===== src/hw/rtl/erqt_ram.sv =====
// Generic single-port-write, single-port-read RAM with registered read.
`default_nettype none
module erqt_ram #(
    parameter int WIDTH = 72,
    parameter int DEPTH = 64
) (
    input  logic                     i_clk,
    input  logic                     i_we,
    input  logic [$clog2(DEPTH)-1:0] i_waddr,
    input  logic [WIDTH-1:0]         i_wdata,
    input  logic                     i_re,
    input  logic [$clog2(DEPTH)-1:0] i_raddr,
    output logic [WIDTH-1:0]         o_rdata
);

    logic [WIDTH-1:0] r_mem [DEPTH];
    logic [WIDTH-1:0] r_rdata;

    // write port
    always_ff @(posedge i_clk) begin
        if (i_we) begin
            r_mem[i_waddr] <= i_wdata;
        end
    end

    // read port, data holds while read enable is low
    always_ff @(posedge i_clk) begin
        if (i_re) begin
            r_rdata <= r_mem[i_raddr];
        end
    end

    assign o_rdata = r_rdata;

endmodule
`default_nettype wire


===== config.mk =====
export PLATFORM = sky130hd
export DESIGN_NAME = erqt_ram
export DESIGN_NICKNAME = d
export VERILOG_FILES = /design/src/hw/rtl/erqt_ram.sv
export SDC_FILE = /design/constraint.sdc
export NUM_CORES = 2
export LEC_CHECK = 0
export BUFFER_PORTS_ARGS = -buffer_cell sky130_fd_sc_hd__buf_2
export CORE_MARGIN = 5
export CORE_UTILIZATION = 55
export CTS_CLUSTER_SIZE = 20
export DETAILED_ROUTE_END_ITERATION = 8
export PLACE_DENSITY = 0.73
export SLEW_MARGIN = 5
export SYNTH_ARGS = -nofsm -noshare
export SYNTH_HDL_FRONTEND = slang
export SYNTH_MEMORY_MAX_BITS = 65536
export SYNTH_SLANG_ARGS = --single-unit

===== constraint.sdc =====
create_clock -name i_clk -period 13.2 [get_ports i_clk]
set_input_delay 2.64 -clock i_clk [delete_from_list [all_inputs] [get_ports i_clk]]
set_output_delay 2.64 -clock i_clk [all_outputs]
set_load 0.05 [all_outputs]

==> results.md <==
- Tot GR Track Use: 0.3066
- Post-Route WL: 510800 microns
- Die footprint: roughly 330000 sq um
- Skew-Pair Late Insertion Delay: 1.02 ns
- CTS Buf Count: 441
- Worst relative slew slack: 0.1345
- Final Util: 0.6168
- Arrival @ worst endpoint: 6.81 ns
- Initial antenna violation count: 47
- Post-route insts no fill: 12280
- Setup crit end kind: register
- Post-DR wirelength/cell: 41.60 microns
- Worst-Margin Slew: 1.295 ns
- Core Area: 318300 sq um
- Post-CTS Setup Inserts: 0
- Register area share after synthesis: 0.7988
- Largest net degree at the start of global routing: 130
- Status: complete, no violations
- Max frequency: 164.6 MHz
- CP Cell Sequence: buf_8 > buf_4 > buf_4 > buf_4 > mux4_2 > o22ai_1 > a211oi_1 > o211a_1
- Via count: 88960
- Chip height: around 580 microns
- CP top delay family: buffers and inverters
- Register area: approximately 140000 sq um
- Min-Delay Path Class: reg2reg
- IO Pins: 159
- Post-Syn Area: 175900 sq um
- Count of state elements after synthesis: 4680
- Sink Count: 4680
- Pwr Total: 30.24 mW
- Clock Path Buffers: 4
- Critical path type: in2reg
- Setup TNS: 0 ns
- Clock skew: 0.08083 ns
- Final critical-path required period: 6.076 ns
- H-tree levels: 5
- First-pass GRT wire length: 703600 microns
- Synth top cells by count: edfxtp_1 (4680), mux4_2 (1152), a22oi_1 (288), buf_2 (190), o22ai_1 (144)
- Peak fanout along the critical path: 67
- Final nets: 7786
- Final Max Slew Viols: 0
- Fill count: 20480
- Layout cell share with drive strength beyond 1: 0.2713
- FP Rows: about 210
- Quantity of gates resized following cts: 0
- Yosys top cell by area: edfxtp_1
- 1st-pass router iterations: 6
- Lkg Pwr: 60.63 nW
- Startpoint Class: input pin
- Buf/Inv on CP: 4
- Most common cell in the netlist: edfxtp_1
- Top cell type's share of synthesized area: 0.7988
- Number of global-route vias before repair: 87330
- Root cell of the clock tree: clkbuf_16
- Main flop type after synthesis: edfxtp_1
- Final hold violation count: 0
- CTS tree: built
- Slowest-stage cell, CP: buf_4
- Distinct cells, synth: 26
- Area Growth Syn to Fin: 11.60%
- Clk slew on worst S/H paths: 0.06 ns
- Asr flop ratio synth: 0
- Max-cap check violation count: 0
- Footprint of the multi-input gates: 33940 sq um
- Avg Cell Area, Syn: 24.08 sq um
- Starting density of the core: 0.5527
- Post-route ant nets: 0
- Critical Path RT: about 14 ns
- Final setup fails: 0
- Cells after synthesis: 7305
- 1st-iter DRT viols: 16170
- DP Area: between 150000 and 200000 sq um
- Syn_nets: 7392
- GRT overflow: 0
- Slowest cell delay on critical path: 0.94 ns
- Synth Warn #: 0
- Die Wd: 575.6 microns
- DPL Wire Length: around 250000 microns
- Quantity of hold-fixing buffers added after cts: 0
- I/O Buffers: 158
- GPL Wtd Cong: 0.8033
- Final period util: 0.4603
- # DRC: 0
- Top cells by area, synth: edfxtp_1 (80%), mux4_2 (15%), a22oi_1 (1.2%)
- EDFF count, synth: 4680
- Placed Cells: roughly 11000
- RSZ-0062 raised after global routing: false
- Most frequent CP cell: buf_4
- Via density: 7.246
- PD cells: 154.0 nW/um^2
- Max VDD drop: 117.0 uV
- Design Area, Final: just under 200000 sq um
-- sequential cells by signal, indices dropped and copies added (netlist names) --
signal / flops
r_mem: 4608
o_rdata: 72
-- worst paths after layout --
kind / from / to / slack, ns / cells past startpoint
max: i_raddr[2] / o_rdata[45]$_DFFE_PP_ / 7.12 / 8
min: r_mem[22][25]$_DFFE_PP_ / o_rdata[25]$_DFFE_PP_ / 0.90 / 4
max reg2reg: r_mem[56][70]$_DFFE_PP_ / o_rdata[70]$_DFFE_PP_ / 11.21 / 4
min reg2reg: r_mem[22][25]$_DFFE_PP_ / o_rdata[25]$_DFFE_PP_ / 0.90 / 4
-- logic make-up after synthesis --
group	synth area share
AOI/OAI and AO/OA	0.02727
buffers and inverters	0.01155
DFF	0.7988
muxes	0.1536
and+or+nand+nor	0.008783
-- through the flow --
step                      worst slack (ns)  hold WS (ns)
final                                7.124        0.8997
after global routing                 7.022        0.9252
after CTS                            7.095        0.8994
after global placement               6.149        0.8871
after detailed placement             6.104        0.8884
after floorplan                      4.561        0.8558
-- area by class of cell --
type	instances	share of cell area
tap	4180	0.02664
timing repair buffer	369	0.01378
antenna	35	0.0004461
multi-input combinational	2207	0.1728
sequential	4680	0.7157
clock inverter	263	0.01197
clock buffer	543	0.05859
-- worst reg2reg max path: stages, from the launching register on --
cell and delay [ns]:
edfxtp_1 0.39, mux4_2 0.46, o221ai_1 0.50, nor2_1 0.09, o211a_1 0.30
-- power breakdown --
| part | leakage, nW | internal [mW] | total, mW | switching [mW] |
|---|---|---|---|---|
| Sequential | 42.2 | 16.5 | 16.6 | 0.0620 |
| Clock | 6.74 | 6.76 | 12.2 | 5.48 |
| Combinational | 11.7 | 0.487 | 1.43 | 0.946 |
| Total | 60.6 | 23.7 | 30.2 | 6.49 |
-- layer usage --
| layer | wire [microns] | GRT usage |
|---|---|---|
| met3 | 75960 | 0.08820 |
| met2 | 238200 | 0.4674 |
| met5 | 157 | 0.0001435 |
| met4 | 25680 | 0.1306 |
| met1 | 170800 | 0.4217 |
-- cells in the final DEF, fill, tap and decap left out, types with 3 or more instances in the layout --
master,count
o211a_1,72
o221ai_1,54
clkinv_8,7
nand3b_1,26
nor2b_1,4
edfxtp_1,4680
inv_6,4
clkinvlp_4,5
mux2i_1,108
clkinv_16,12
buf_12,24
clkbuf_1,98
diode_2,35
clkinv_1,129
nor2_1,56
clkinv_2,70
o22ai_1,144
nand2_1,7
clkbuf_16,445
buf_4,189
nor2_4,64
nand3_1,127
inv_16,3
or3b_2,4
buf_2,153
bufinv_16,29
a211oi_1,72
nor2b_4,5
clkinv_4,3
a22oi_1,288
nand2b_1,5
mux4_2,1152
No activity file was read; power rests on OpenSTA's default activity.
