File: src/hw/rtl/erqt_pkg.sv
// Shared types and constants of the entity range query table.
`default_nettype none
package erqt_pkg;

    // Entity ids travel on 6 bits; at most 64 slots can ever be written.
    localparam int ID_W    = 6;
    localparam int ID_SPAN = 1 << ID_W;

    // Radius is unsigned Q15.8 on 23 bits; its square needs twice that.
    localparam int RAD_W = 23;
    localparam int RSQ_W = 2 * RAD_W;

    // Command codes; six and seven are unused and are dropped.
    typedef enum logic [2:0] {
        OP_INSERT  = 3'd0,
        OP_REMOVE  = 3'd1,
        OP_UPDATE  = 3'd2,
        OP_SPHERE  = 3'd3,
        OP_BOX     = 3'd4,
        OP_NEAREST = 3'd5
    } t_op;

    // Scan beat that walks down the compare pipeline with the table data.
    typedef struct packed {
        logic            v;    // beat present
        logic            fin;  // end-of-scan marker, carries no entry
        logic            ok;   // entry holds a live entity
        logic [ID_W-1:0] id;   // slot number of the entry
    } t_tok;

endpackage
`default_nettype wire

File: src/hw/rtl/erqt_pipe.sv
// Compare pipeline: distance and box test of one table entry per beat.
`default_nettype none
module erqt_pipe #(
    parameter int COORD_BITS = 24
) (
    input  logic                         i_clk,
    input  logic                         i_rst_n,
    input  logic                         i_adv,
    input  erqt_pkg::t_tok               i_tok,
    input  logic [3*COORD_BITS-1:0]      i_rd_data,
    input  logic                         i_box,
    input  logic signed [COORD_BITS-1:0] i_px,
    input  logic signed [COORD_BITS-1:0] i_py,
    input  logic signed [COORD_BITS-1:0] i_pz,
    input  logic signed [COORD_BITS-1:0] i_bx,
    input  logic signed [COORD_BITS-1:0] i_by,
    input  logic signed [COORD_BITS-1:0] i_bz,
    input  logic [erqt_pkg::RSQ_W-1:0]   i_rsq,
    output erqt_pkg::t_tok               o_tok,
    output logic [2*COORD_BITS+1:0]      o_dist,
    output logic                         o_match
);
    import erqt_pkg::*;

    localparam int CB    = COORD_BITS;
    localparam int SQ_W  = 2 * CB;
    localparam int SUM_W = 2 * CB + 2;
    localparam int CMP_W = (SUM_W > RSQ_W) ? SUM_W : RSQ_W;

    // |a - b| fits in CB bits for any two CB-bit signed values
    function automatic logic [CB-1:0] abs_diff(input logic signed [CB-1:0] a,
                                               input logic signed [CB-1:0] b);
        logic [CB:0] d;
        logic [CB:0] n;
        d = {a[CB-1], a} - {b[CB-1], b};
        n = -d;
        abs_diff = d[CB] ? n[CB-1:0] : d[CB-1:0];
    endfunction

    logic signed [CB-1:0] sx, sy, sz;
    logic                 box_in;
    logic [SUM_W-1:0]     sum;
    logic                 in_radius;

    t_tok             r_t2, r_t3, r_t4;
    logic [CB-1:0]    r_dx, r_dy, r_dz;
    logic             r_box2, r_box3;
    logic [SQ_W-1:0]  r_sqx, r_sqy, r_sqz;
    logic [SUM_W-1:0] r_dist;
    logic             r_match;

    // unpack the stored position
    assign sx = i_rd_data[CB-1:0];
    assign sy = i_rd_data[2*CB-1:CB];
    assign sz = i_rd_data[3*CB-1:2*CB];

    // inclusive box bounds; an inverted box matches nothing by itself
    assign box_in = (sx >= i_px) && (sx <= i_bx) &&
                    (sy >= i_py) && (sy <= i_by) &&
                    (sz >= i_pz) && (sz <= i_bz);

    // exact squared distance against squared radius
    assign sum       = SUM_W'(r_sqx) + SUM_W'(r_sqy) + SUM_W'(r_sqz);
    assign in_radius = CMP_W'(sum) <= CMP_W'(i_rsq);

    // beat tracking
    always_ff @(posedge i_clk) begin
        if (!i_rst_n) begin
            r_t2 <= '0;
            r_t3 <= '0;
            r_t4 <= '0;
        end else if (i_adv) begin
            r_t2 <= i_tok;
            r_t3 <= r_t2;
            r_t4 <= r_t3;
        end
    end

    // datapath stages: differences, squares, sum and compare
    always_ff @(posedge i_clk) begin
        if (i_adv) begin
            r_dx    <= abs_diff(sx, i_px);
            r_dy    <= abs_diff(sy, i_py);
            r_dz    <= abs_diff(sz, i_pz);
            r_box2  <= box_in;
            r_sqx   <= r_dx * r_dx;
            r_sqy   <= r_dy * r_dy;
            r_sqz   <= r_dz * r_dz;
            r_box3  <= r_box2;
            r_dist  <= sum;
            r_match <= i_box ? r_box3 : in_radius;
        end
    end

    assign o_tok   = r_t4;
    assign o_dist  = r_dist;
    assign o_match = r_match;

endmodule
`default_nettype wire
File: config.mk
export PLATFORM = sky130hd
export DESIGN_NAME = erqt_pipe
export DESIGN_NICKNAME = d
export VERILOG_FILES = /design/src/hw/rtl/erqt_pkg.sv /design/src/hw/rtl/erqt_pipe.sv
export SDC_FILE = /design/constraint.sdc
export NUM_CORES = 2
export LEC_CHECK = 0
export BUFFER_PORTS_ARGS = -buffer_cell sky130_fd_sc_hd__buf_2
export CAP_MARGIN = 20
export CORE_MARGIN = 4
export CORE_UTILIZATION = 55
export CTS_CLUSTER_SIZE = 20
export DETAILED_ROUTE_END_ITERATION = 16
export PLACE_DENSITY = 0.74
export SYNTH_ARGS = -nofsm -noshare
export SYNTH_HDL_FRONTEND = slang
export SYNTH_SLANG_ARGS = --single-unit
File: constraint.sdc
create_clock -name i_clk -period 7.6 [get_ports i_clk]
set_input_delay 0 -clock i_clk [delete_from_list [all_inputs] [get_ports i_clk]]
set_output_delay 0 -clock i_clk [all_outputs]
set_load 0.02 [all_outputs]
==> results.cfg <==
[run]
drv_cap = 0

[timing]
period_minus_slack_ns = 7.38
report.final.slew_viol_count = 0
fin_tns_setup_ns = 0
period_share = 0.971
rsz0062_at_grt = true
fmaxAchievable_mhz = 136
worst_pin_slew_ns = 1.02
clock_skew_ns = 0.0287
maxSlewHeadroom = 0.323
hold_viol = 0
setup_viol = 0
worst_slack_ns = 0.223

[drt]
wl_mm = 171
wl_per_cell_um = 18.0
drc = 0
routed_via_density = 5.34
vias = 50600
postRouteAntennaNets = 0
first_pass_iters = 5
drtIter0Drc = 3176

[cts]
insertion_delay_ns = 0.62
h-tree-depth = 2
cts_sinks = 293
cts_tree = yes
cts.clk_slew.worst_paths_ns = 0.06
clk_path_buf_depth = 3
cts_root_buf = clkbuf_16
cts_buffers = 38

[grt]
antenna_found_initial = 7
grt_overflow = 0
grt_max_degree = 86
grt_pass1_vias = 54600
grt_pass1_wl_mm = 277
track_usage = 0.263

[yosys]
syn_area_um2 = 69100
synth_compound_area_frac = 0.0789
synth-simple-area-share = 0.111
syn-instance-count = 7279
synth_ff_type = edfxtp_1
yosysUniqueCellTypes = 105
synth-async-reset-ratio = 0
synth_edf_count = 266
yosysSeqAreaShare = 0.123
ys_warn_count = 0
synth_xor_area_frac = 0.0413
synth_fa_ha_area_frac = 0.521
syn_avg_cell_area_um2 = 9.49
synth.area.mux_share = 0.00530
synth_top_family_by_area = adder cells
ys_seq_elements = 293

[finish]
drive_gt1_frac = 0.103
area.growth.synth_to_final_pct = 10.8
final_cell_mix = inv_1, fa_1, ha_1, nand2_1, and2_1
final_common_cell = inv_1
fin_nets = 10200
fin_util = 0.616
multi_input_area_um2 = 52600
fin_area_um2 = 76600
nFillCells = 10200
seq_area_um2 = 8530

[worst_setup_path]
slowest_delay_ns = 0.59
critPathLaunchType = flop
slowest_stage = edfxtp_1
crit_fanout = 7
cp.required_ns = 7.95
arrival_ns = 7.73
crit_type = reg -> reg
end_kind = flop

[placed_design]
gp_congestion = 0.940
port_buffers = 334
dpl.hpwl_mm = 146
dpl_cell_area_um2 = 73900
pre_cts_ws_ns = 0.000550

[worst_hold_path]
holdCritPathClass = in -> reg

[floorplanning]
fp-row-count = 129
design.die.area_um2 = 131000
core_area_um2 = 124000
dieWidth_um = 362
io_pins = 335
die_h_um = 362
initial_core_util = 0.556

[status]
status = complete, no violations
synthesized netlist by cell type, types with 114 or more instances:
master    number  area (um^2)
a21oi_1      267         1340
ha_1         768         9610
a21o_1       161         1210
nor2_1       209          785
nand2_1      578         2170
inv_1       2010         7540
and2_1       355         2220
edfxtp_1     266         7990
xnor2_1      212         1860
clkbuf_1     166          623
fa_1        1318        26400
xor2_1       114          998
critical path, delay by kind of cell, from the launching register on:
kind | cells | cell delay, ns
and+or+nand+nor | 3 | 0.69
adders and majority gates | 8 | 3.80
AOI/OAI and AO/OA | 7 | 1.18
buffers and inverters | 9 | 0.71
xor gates and xnor gates | 1 | 0.14
DFF | 1 | 0.59
cell families (layout without fill, tap and decap cells):
logic type | Yosys count | after routing
AO/OA/AOI/OAI | 815 | 815
other | 2 | 6
AND/OR/NAND/NOR | 1532 | 1532
adder cells (fa/ha/maj) | 2086 | 2086
flip-flops | 293 | 293
multiplexers | 36 | 36
XOR/XNOR | 326 | 326
buffers and inverters | 2189 | 2742
final cells by class:
| class | instances | share of cell area |
|---|---|---|
| Clock inverter | 26 | 0.00340 |
| Timing Repair Buffer | 661 | 0.0595 |
| Tap cell | 1637 | 0.0268 |
| Inverter | 2012 | 0.0987 |
| Antenna cell | 3 | 0.0000981 |
| Sequential cell | 293 | 0.111 |
| Multi-Input combinational cell | 4798 | 0.687 |
| Clock buffer | 43 | 0.0129 |
stage by stage:
step	hold slack (ns)	instances
after floorplan	0.112	7280
after global placement	0.258	9290
after detailed placement	0.269	9290
after CTS	0.00223	9388
after global routing	0.0547	9473
final	0.0366	9473
state kept, by name (all words and copies together) (netlist names):
register  flops
o_dist       50
r_sqx        47
r_sqy        47
r_sqz        47
r_dx         24
r_dy         24
r_dz         24
o_tok         9
r_t2          9
r_t3          9
o_match       1
r_box2        1
r_box3        1
path summary, 6_finish.rpt:
kind,start,endpoint,slack [ns],depth (start not counted)
min,i_py[1],r_dy[1],0.04,4
max reg2reg,r_dy[16],r_sqy[42],0.22,28
max,r_dy[16],r_sqy[42],0.22,28
min reg2reg,r_t2[4],r_t3[4],0.52,2
metal layers:
layer | part of all wire | GRT usage | up-vias
met2 | 0.48 | 0.445 | 1609
li1 | - | - | 23300
met3 | 0.068 | 0.0359 | 307
met5 | 0 | 0 | -
met1 | 0.42 | 0.355 | 25300
met4 | 0.031 | 0.0798 | 0
repair_timing:
action / CTS / global route
buffers inserted: 2 / 77
pin swaps: 0 / 30
gates resized for setup: 2 / 85
setup endpoints to repair: 3 / 30
cloned: 0 / 4
hold buffers: 27 / 0
hold endpoints to repair: 74 / 0
Power is left out: the tool's default activity adds up to more than one toggle a clock period on the data nets, which glitch-free logic cannot reach.
